`config.mk`:
```
export PLATFORM = sky130hd
export DESIGN_NAME = eiu_div
export DESIGN_NICKNAME = d
export VERILOG_FILES = /design/src/hw/rtl/eiu_pkg.sv /design/src/hw/rtl/eiu_div.sv
export SDC_FILE = /design/constraint.sdc
export NUM_CORES = 2
export LEC_CHECK = 0
export BUFFER_PORTS_ARGS = -buffer_cell sky130_fd_sc_hd__buf_2
export CORE_ASPECT_RATIO = 1.5
export CORE_UTILIZATION = 40
export DETAILED_ROUTE_END_ITERATION = 10
export PLACE_DENSITY = 0.66
export SLEW_MARGIN = 20
export SYNTH_ARGS = -nofsm -noshare
export SYNTH_HDL_FRONTEND = slang
export SYNTH_SLANG_ARGS = --single-unit
export TNS_END_PERCENT = 10
```
`constraint.sdc`:
```
create_clock -name clock -period 9.1 [get_ports clock]
set_clock_uncertainty 0.2 [all_clocks]
set_input_delay 0.91 -clock clock [delete_from_list [all_inputs] [get_ports clock]]
set_output_delay 0.91 -clock clock [all_outputs]
set_load 0.01 [all_outputs]
```
`src/hw/rtl/eiu_pkg.sv`:
```
// Eased interpolation unit: shared package.
// Holds curve codes, the sideband beat type, polynomial tables and the Q2.30 product.
// Depends on nothing.
`default_nettype none

package eiu_pkg;

   localparam int FracBitsDef = 16;

   typedef enum logic [3:0] {
      CurveLinear     = 4'd0,
      CurveSineIn     = 4'd1,
      CurveSineOut    = 4'd2,
      CurveSineInOut  = 4'd3,
      CurveInQuad     = 4'd4,
      CurveOutQuad    = 4'd5,
      CurveInOutQuad  = 4'd6,
      CurveInCubic    = 4'd7,
      CurveOutCubic   = 4'd8,
      CurveInOutCubic = 4'd9,
      CurveOutElastic = 4'd10,
      CurveOutBounce  = 4'd11,
      CurveInBack     = 4'd12,
      CurveOutBack    = 4'd13
   } curve_type;

   typedef struct packed {
      logic signed [31:0] start_value;
      logic signed [31:0] end_value;
      logic [3:0]         curve;
      logic               done;
   } side_type;

   localparam logic signed [32:0] SinCoef [0:4] = '{
      33'sd1686629713, -33'sd693598668, 33'sd85569306, -33'sd5026994, 33'sd172272
   };

   localparam logic signed [32:0] ExpCoef [0:7] = '{
      33'sd1073741824, -33'sd1073741824, 33'sd536870912, -33'sd178956971,
      33'sd44739243, -33'sd8947849, 33'sd1491308, -33'sd213044
   };

   localparam logic signed [31:0] Ln2Q30    = 32'sd744261118;
   localparam logic [31:0]        Div3Magic = 32'h5555_5556;

   // floor(a * b / 2^30)
   function automatic logic signed [32:0] mul30(input logic signed [32:0] a,
                                                input logic signed [31:0] b);
      logic signed [64:0] pr;
      pr = a * b;
      return pr[62:30];
   endfunction

endpackage

`default_nettype wire

```
`src/hw/rtl/eiu_div.sv`:
```
// Eased interpolation unit: pipelined restoring divider for progress.
// One quotient bit per stage; clamps to one when elapsed reaches duration.
// Depends on eiu_pkg.
`default_nettype none

module eiu_div #(
   parameter int FracBits = eiu_pkg::FracBitsDef
) (
   input  logic               clock,
   input  logic               reset,
   input  logic               adv,
   input  logic               in_valid,
   input  logic [31:0]        in_elapsed,
   input  logic [31:0]        in_duration,
   input  eiu_pkg::side_type  in_side,
   output logic               out_valid,
   output logic [FracBits:0]  out_t,
   output eiu_pkg::side_type  out_side
);

   localparam logic [FracBits:0] OneT = (FracBits+1)'(1) << FracBits;

   logic                    valid_ff [0:FracBits];
   logic                    valid_in [0:FracBits];
   logic [31:0]             rem_ff   [0:FracBits];
   logic [31:0]             rem_in   [0:FracBits];
   logic [31:0]             du_ff    [0:FracBits];
   logic [31:0]             du_in    [0:FracBits];
   logic [FracBits-1:0]     q_ff     [0:FracBits];
   logic [FracBits-1:0]     q_in     [0:FracBits];
   eiu_pkg::side_type       side_ff  [0:FracBits];
   eiu_pkg::side_type       side_in  [0:FracBits];

   always_comb begin
      logic [32:0] r2;
      logic        ge;
      valid_in[0]     = in_valid;
      rem_in[0]       = in_elapsed;
      du_in[0]        = in_duration;
      q_in[0]         = '0;
      side_in[0]      = in_side;
      side_in[0].done = (in_elapsed >= in_duration);
      for (int k = 1; k <= FracBits; k++) begin
         r2          = {rem_ff[k-1], 1'b0};
         ge          = (r2 >= {1'b0, du_ff[k-1]});
         r2          = ge ? (r2 - {1'b0, du_ff[k-1]}) : r2;
         valid_in[k] = valid_ff[k-1];
         rem_in[k]   = r2[31:0];
         du_in[k]    = du_ff[k-1];
         q_in[k]     = {q_ff[k-1][FracBits-2:0], ge};
         side_in[k]  = side_ff[k-1];
      end
   end

   always_ff @(posedge clock) begin
      if (reset) begin
         for (int k = 0; k <= FracBits; k++) valid_ff[k] <= 1'b0;
      end else if (adv) begin
         for (int k = 0; k <= FracBits; k++) valid_ff[k] <= valid_in[k];
      end
   end

   always_ff @(posedge clock) begin
      if (adv) begin
         for (int k = 0; k <= FracBits; k++) begin
            rem_ff[k]  <= rem_in[k];
            du_ff[k]   <= du_in[k];
            q_ff[k]    <= q_in[k];
            side_ff[k] <= side_in[k];
         end
      end
   end

   assign out_valid = valid_ff[FracBits];
   assign out_side  = side_ff[FracBits];
   assign out_t     = side_ff[FracBits].done ? OneT : {1'b0, q_ff[FracBits]};

endmodule

`default_nettype wire

```
==> report_table.html <==
<table>
<tr><th>Metric</th><th>Value</th></tr>
<tr><th colspan="2">Outcome</th></tr>
<tr><td>Status</td><td>finished, final reports clean</td></tr>
<tr><th colspan="2">Synth</th></tr>
<tr><td>Fraction of the mapped netlist area in compound gates</td><td>9.37%</td></tr>
<tr><td>Dominant combinational cell family by area after synthesis</td><td>compound AO/OA/AOI/OAI gates</td></tr>
<tr><td>Yosys warning count</td><td>0</td></tr>
<tr><td>Unique cell type count in the Yosys netlist</td><td>100</td></tr>
<tr><td>Post-synthesis xor/xnor area fraction</td><td>3.46%</td></tr>
<tr><td>FFs w/ async S/R, synth</td><td>0%</td></tr>
<tr><td>Share of cell area taken by muxes after synthesis</td><td>~3.2%</td></tr>
<tr><td>Synth Area per Inst</td><td>14.4 um2</td></tr>
<tr><td>Number of cells produced by synthesis</td><td>7,213</td></tr>
<tr><td>Synthesized-area fraction occupied by and/or/nand/nor cells</td><td>under 10%</td></tr>
<tr><td>Nets in the synthesized netlist</td><td>approximately 7.9k</td></tr>
<tr><td>Synthesized cell area</td><td>104,000 um2</td></tr>
<tr><td>Sequential share of the synthesized area</td><td>68.0%</td></tr>
<tr><td>Number of synthesized register bits</td><td>2,350</td></tr>
<tr><td>Adder and majority cell fraction of the synthesized area</td><td>6.84%</td></tr>
<tr><td>Leading register cell type out of synthesis</td><td>edfxtp_1</td></tr>
<tr><td>Number of enable flip-flop cells after synthesis</td><td>2,350</td></tr>
<tr><th colspan="2">Timing</th></tr>
<tr><td>Final number of max-transition violations</td><td>0</td></tr>
<tr><td>Post-layout min period</td><td>5.01 ns</td></tr>
<tr><td>Highest clock rate</td><td>200 MHz</td></tr>
<tr><td>Setup repair after global routing missed its margin</td><td>no</td></tr>
<tr><td>Transition at the pin with the smallest max-transition slack</td><td>around 1.1 ns</td></tr>
<tr><td>Setup violations, final</td><td>0</td></tr>
<tr><td>Post-layout worst setup margin</td><td>4.09 ns</td></tr>
<tr><td>Post-route clock period utilization</td><td>55.0%</td></tr>
<tr><td>Final TNS setup</td><td>0 ns</td></tr>
<tr><td>Hold violation total from the final report</td><td>0</td></tr>
<tr><td>Worst rel slew slack</td><td>28.4%</td></tr>
<tr><th colspan="2">Final layout</th></tr>
<tr><td>Count of placed standard cells in the final layout, fillers left out</td><td>between 10k and 15k</td></tr>
<tr><td>Area of all placed cells without fillers</td><td>117,000 um2</td></tr>
<tr><td>Leading cell type in the layout, fill and taps excluded</td><td>edfxtp_1</td></tr>
<tr><td>Fill count</td><td>22.3k</td></tr>
<tr><td>Area delta synth-&gt;final</td><td>12.7%</td></tr>
<tr><td>Share of cells above drive strength 1</td><td>around 11%</td></tr>
<tr><td>Number of nets in the layout</td><td>8,321</td></tr>
<tr><td>Top library cells by usage in the layout, fill and taps aside</td><td>edfxtp_1 (2,350), inv_1 (656), ha_1 (543)</td></tr>
<tr><th colspan="2">CTS</th></tr>
<tr><td>Worst skew pair latency</td><td>0.89 ns</td></tr>
<tr><td>Clk Tree Root Cell</td><td>clkbuf_16</td></tr>
<tr><td>Maximum count of clock buffers along a single path</td><td>4</td></tr>
<tr><td>CTS sink count</td><td>about 2.4k</td></tr>
<tr><td>Number of setup buffers added after CTS</td><td>0</td></tr>
<tr><td>CTS clock-pin slew for the worst setup and hold paths</td><td>approximately 0.06 ns</td></tr>
<tr><td>CTS tree</td><td>done</td></tr>
<tr><td>H-tree levels</td><td>4</td></tr>
<tr><td>Post-cts gate resize count</td><td>0</td></tr>
<tr><td>Hold-fix buffer count after cts</td><td>roughly 130</td></tr>
<tr><td>Number of buffers inserted during clock tree synthesis</td><td>about 230</td></tr>
<tr><th colspan="2">Die</th></tr>
<tr><td>Core region area</td><td>258,000 um2</td></tr>
<tr><td>Rows</td><td>between 200 and 250</td></tr>
<tr><td>Initial standard-cell utilization of the core</td><td>40.3%</td></tr>
<tr><td>Die height</td><td>between 600 and 700 um</td></tr>
<tr><td>Area of the die</td><td>262,000 um2</td></tr>
<tr><td>DIE WIDTH</td><td>418 um</td></tr>
<tr><td>Number of top-level design ports</td><td>224</td></tr>
<tr><th colspan="2">Critical path</th></tr>
<tr><td>Worst Setup End Kind</td><td>flip-flop</td></tr>
<tr><td>Startpoint of the worst-slack reg-to-reg timing path</td><td>rem_ff[0][384]</td></tr>
<tr><td>Category of cells accounting for the largest share of critical-path delay</td><td>compound AO/OA/AOI/OAI gates</td></tr>
<tr><td>Termination of the worst setup path</td><td>rem_ff[0][431]</td></tr>
<tr><td>Maximum net fanout on the critical path</td><td>33</td></tr>
<tr><td>Instance count on the critical path</td><td>13</td></tr>
<tr><td>Setup crit start</td><td>rem_ff[0][384]</td></tr>
<tr><td>Crit path buf inv count</td><td>2</td></tr>
<tr><td>Worst setup slack for register-to-register paths</td><td>4.09 ns</td></tr>
<tr><td>Highest-delay cell along the critical path</td><td>o31ai_1</td></tr>
<tr><td>WP data required</td><td>9.50 ns</td></tr>
<tr><td>WS Path Type</td><td>flip-flop to flip-flop</td></tr>
<tr><td>Kind of start point of the critical path</td><td>flip-flop</td></tr>
<tr><td>Worst path arrival time</td><td>5.41 ns</td></tr>
<tr><td>Reg2reg end</td><td>rem_ff[0][431]</td></tr>
<tr><td>Max stage delay on crit path</td><td>0.50 ns</td></tr>
<tr><td>Cell-by-cell listing of the critical path</td><td>ha_1, nor2b_1, o31ai_1, a211oi_1, o31a_1, a221o_1, a21oi_1, o21bai_1, a2111o_1, nand2_4, buf_4, inv_2, mux2_1</td></tr>
<tr><td>Register-to-Register Path Depth</td><td>13</td></tr>
<tr><th colspan="2">Drt</th></tr>
<tr><td>Vias post-DR</td><td>~55k</td></tr>
<tr><td>Number of iterations in the first detailed-routing pass</td><td>6</td></tr>
<tr><td>Detailed-route wire length per cell</td><td>16.1 um</td></tr>
<tr><td>Average vias per placed instance</td><td>around 4.9</td></tr>
<tr><td>Antenna violation net count after detailed routing</td><td>0</td></tr>
<tr><td>Routed WL</td><td>182,000 um</td></tr>
<tr><td>Starting DRT DRC Count</td><td>between 2k and 3k</td></tr>
<tr><td>Post-route DRC violation count</td><td>0</td></tr>
<tr><th colspan="2">Flow run</th></tr>
<tr><td>Reported max-cap violation count</td><td>0</td></tr>
<tr><th colspan="2">Pwr</th></tr>
<tr><td>Worst vdd ir</td><td>0.000249 V</td></tr>
<tr><td>Leakage power</td><td>0.0450 uW</td></tr>
<tr><td>Net switching power</td><td>11,400 uW</td></tr>
<tr><td>Power Dens Cells</td><td>313 nW/um2</td></tr>
<tr><td>Total power</td><td>36,700 uW</td></tr>
<tr><td>Combinational power share</td><td>33.6%</td></tr>
<tr><td>Switching part of the total</td><td>31.2%</td></tr>
<tr><td>Cell-internal power</td><td>25,200 uW</td></tr>
<tr><td>Share of total power in sequential cells</td><td>41.4%</td></tr>
<tr><td>Part of the total power dissipated in the clock network</td><td>25.0%</td></tr>
<tr><th colspan="2">Min path</th></tr>
<tr><td>Path class of the lowest-slack min-delay path</td><td>input pin to flip-flop</td></tr>
<tr><th colspan="2">Placed design</th></tr>
<tr><td>Worst slack at placement</td><td>slightly above 4 ns</td></tr>
<tr><td>Port-buffer cells</td><td>222</td></tr>
<tr><td>Instance area after placement</td><td>109,000 um2</td></tr>
<tr><td>HPWL after detailed placement</td><td>roughly 130,000 um</td></tr>
<tr><td>Final weighted congestion in routability-driven placement</td><td>1.01</td></tr>
<tr><td>Cell count after placement</td><td>10.7k</td></tr>
<tr><th colspan="2">Global routing</th></tr>
<tr><td>Largest net degree at the start of global routing</td><td>roughly 200</td></tr>
<tr><td>Residual overflow from global routing</td><td>0</td></tr>
<tr><td>First-pass GRT wire length</td><td>289,000 um</td></tr>
<tr><td>Via count of the first global-routing pass</td><td>57.4k</td></tr>
<tr><td>Total GRT Usage</td><td>13.7%</td></tr>
<tr><td>Number of antenna violations at the first check in global routing</td><td>3</td></tr>
</table>
==> worst min-delay path by stage <==
stage | start | cells after the start | to | slack, ns
floorplan | q_ff[0][83] | 0 | q_ff[0][100] | 0.20
global placement | side_ff[0][569] | 0 | side_ff[0][638] | 0.20
detailed placement | q_ff[0][135] | 0 | q_ff[0][152] | 0.20
CTS | in_side[57] | 1 | side_ff[0][57] | 0.007
global route | in_side[57] | 1 | side_ff[0][57] | 0.02
finish | in_side[57] | 1 | side_ff[0][57] | 0.09
==> power by group through the flow <==
stage / registers [uW] / clock network [uW] / logic [uW]
after floorplan: 15100 / 0 / 9630
after global placement: 15400 / 0 / 11900
after detailed placement: 15400 / 0 / 12200
after CTS: 15200 / 9520 / 12300
after global routing: 15400 / 9890 / 13600
final: 15200 / 9160 / 12300
==> Yosys cell counts, types with 50 or more instances <==
library cell / count / area share [%]
a21o_1: 231 / 1.7
o21bai_1: 71 / 0.51
nand3_1: 88 / 0.42
mux2_4: 52 / 0.75
o21ai_0: 320 / 1.5
clkbuf_1: 86 / 0.31
nor2_1: 334 / 1.2
and2_1: 50 / 0.30
nand4_1: 91 / 0.55
xor2_1: 172 / 1.5
xnor2_1: 238 / 2.0
edfxtp_1: 2350 / 68
nand2_1: 344 / 1.2
a31oi_1: 56 / 0.34
a21oi_1: 501 / 2.4
buf_4: 70 / 0.51
mux2_2: 212 / 2.3
nor2b_1: 92 / 0.55
inv_1: 656 / 2.4
o21a_1: 63 / 0.46
nand2b_1: 53 / 0.32
ha_1: 543 / 6.5
==> final cells by class <==
cell class / count / area [um2] / area share, %
sequential: 2350 / 70600 / 60.3
multi-input combinational: 3999 / 29600 / 25.3
clock buffer: 267 / 5870 / 5.02
tap: 3450 / 4320 / 3.69
timing repair buffer: 390 / 2810 / 2.40
inverter: 657 / 2470 / 2.11
clock inverter: 133 / 1330 / 1.14
antenna: 6 / 15.0 / 0.0128
==> logic make-up (layout without fill, tap and decap cells) <==
logic type                 after synthesis  in the layout
muxes                                  276            276
xor gates and xnor gates               410            410
adders and majority gates              558            558
DFF                                   2350           2350
buffers and inverters                  864           1447
other                                    0              6
AOI/OAI and AO/OA                     1534           1534
and+or+nand+nor                       1221           1221
==> routing by layer <==
layer	track usage (%)	vias up	share of wire [%]
met3	2.17	528	3.4
met4	7.47	0	5.1
li1	-	27600	-
met1	13.7	26300	37
met5	0	-	0
met2	26.4	1095	54
==> per-stage QoR <==
stage,hold WS [ns],util (%)
3_5_place_dp,0.205,42.1
5_1_grt,0.0224,45.4
3_3_place_gp,0.200,42.1
4_1_cts,0.00735,45.4
2_1_floorplan,0.200,-
6_report,0.0882,45.4
==> flip-flops by register name, indices dropped and copies added (netlist names) <==
signal,flops
rem_ff,512
q_ff,136
du_ff,512
side_ff,1173
valid_ff,17
Power figures use the tool's default switching activity.
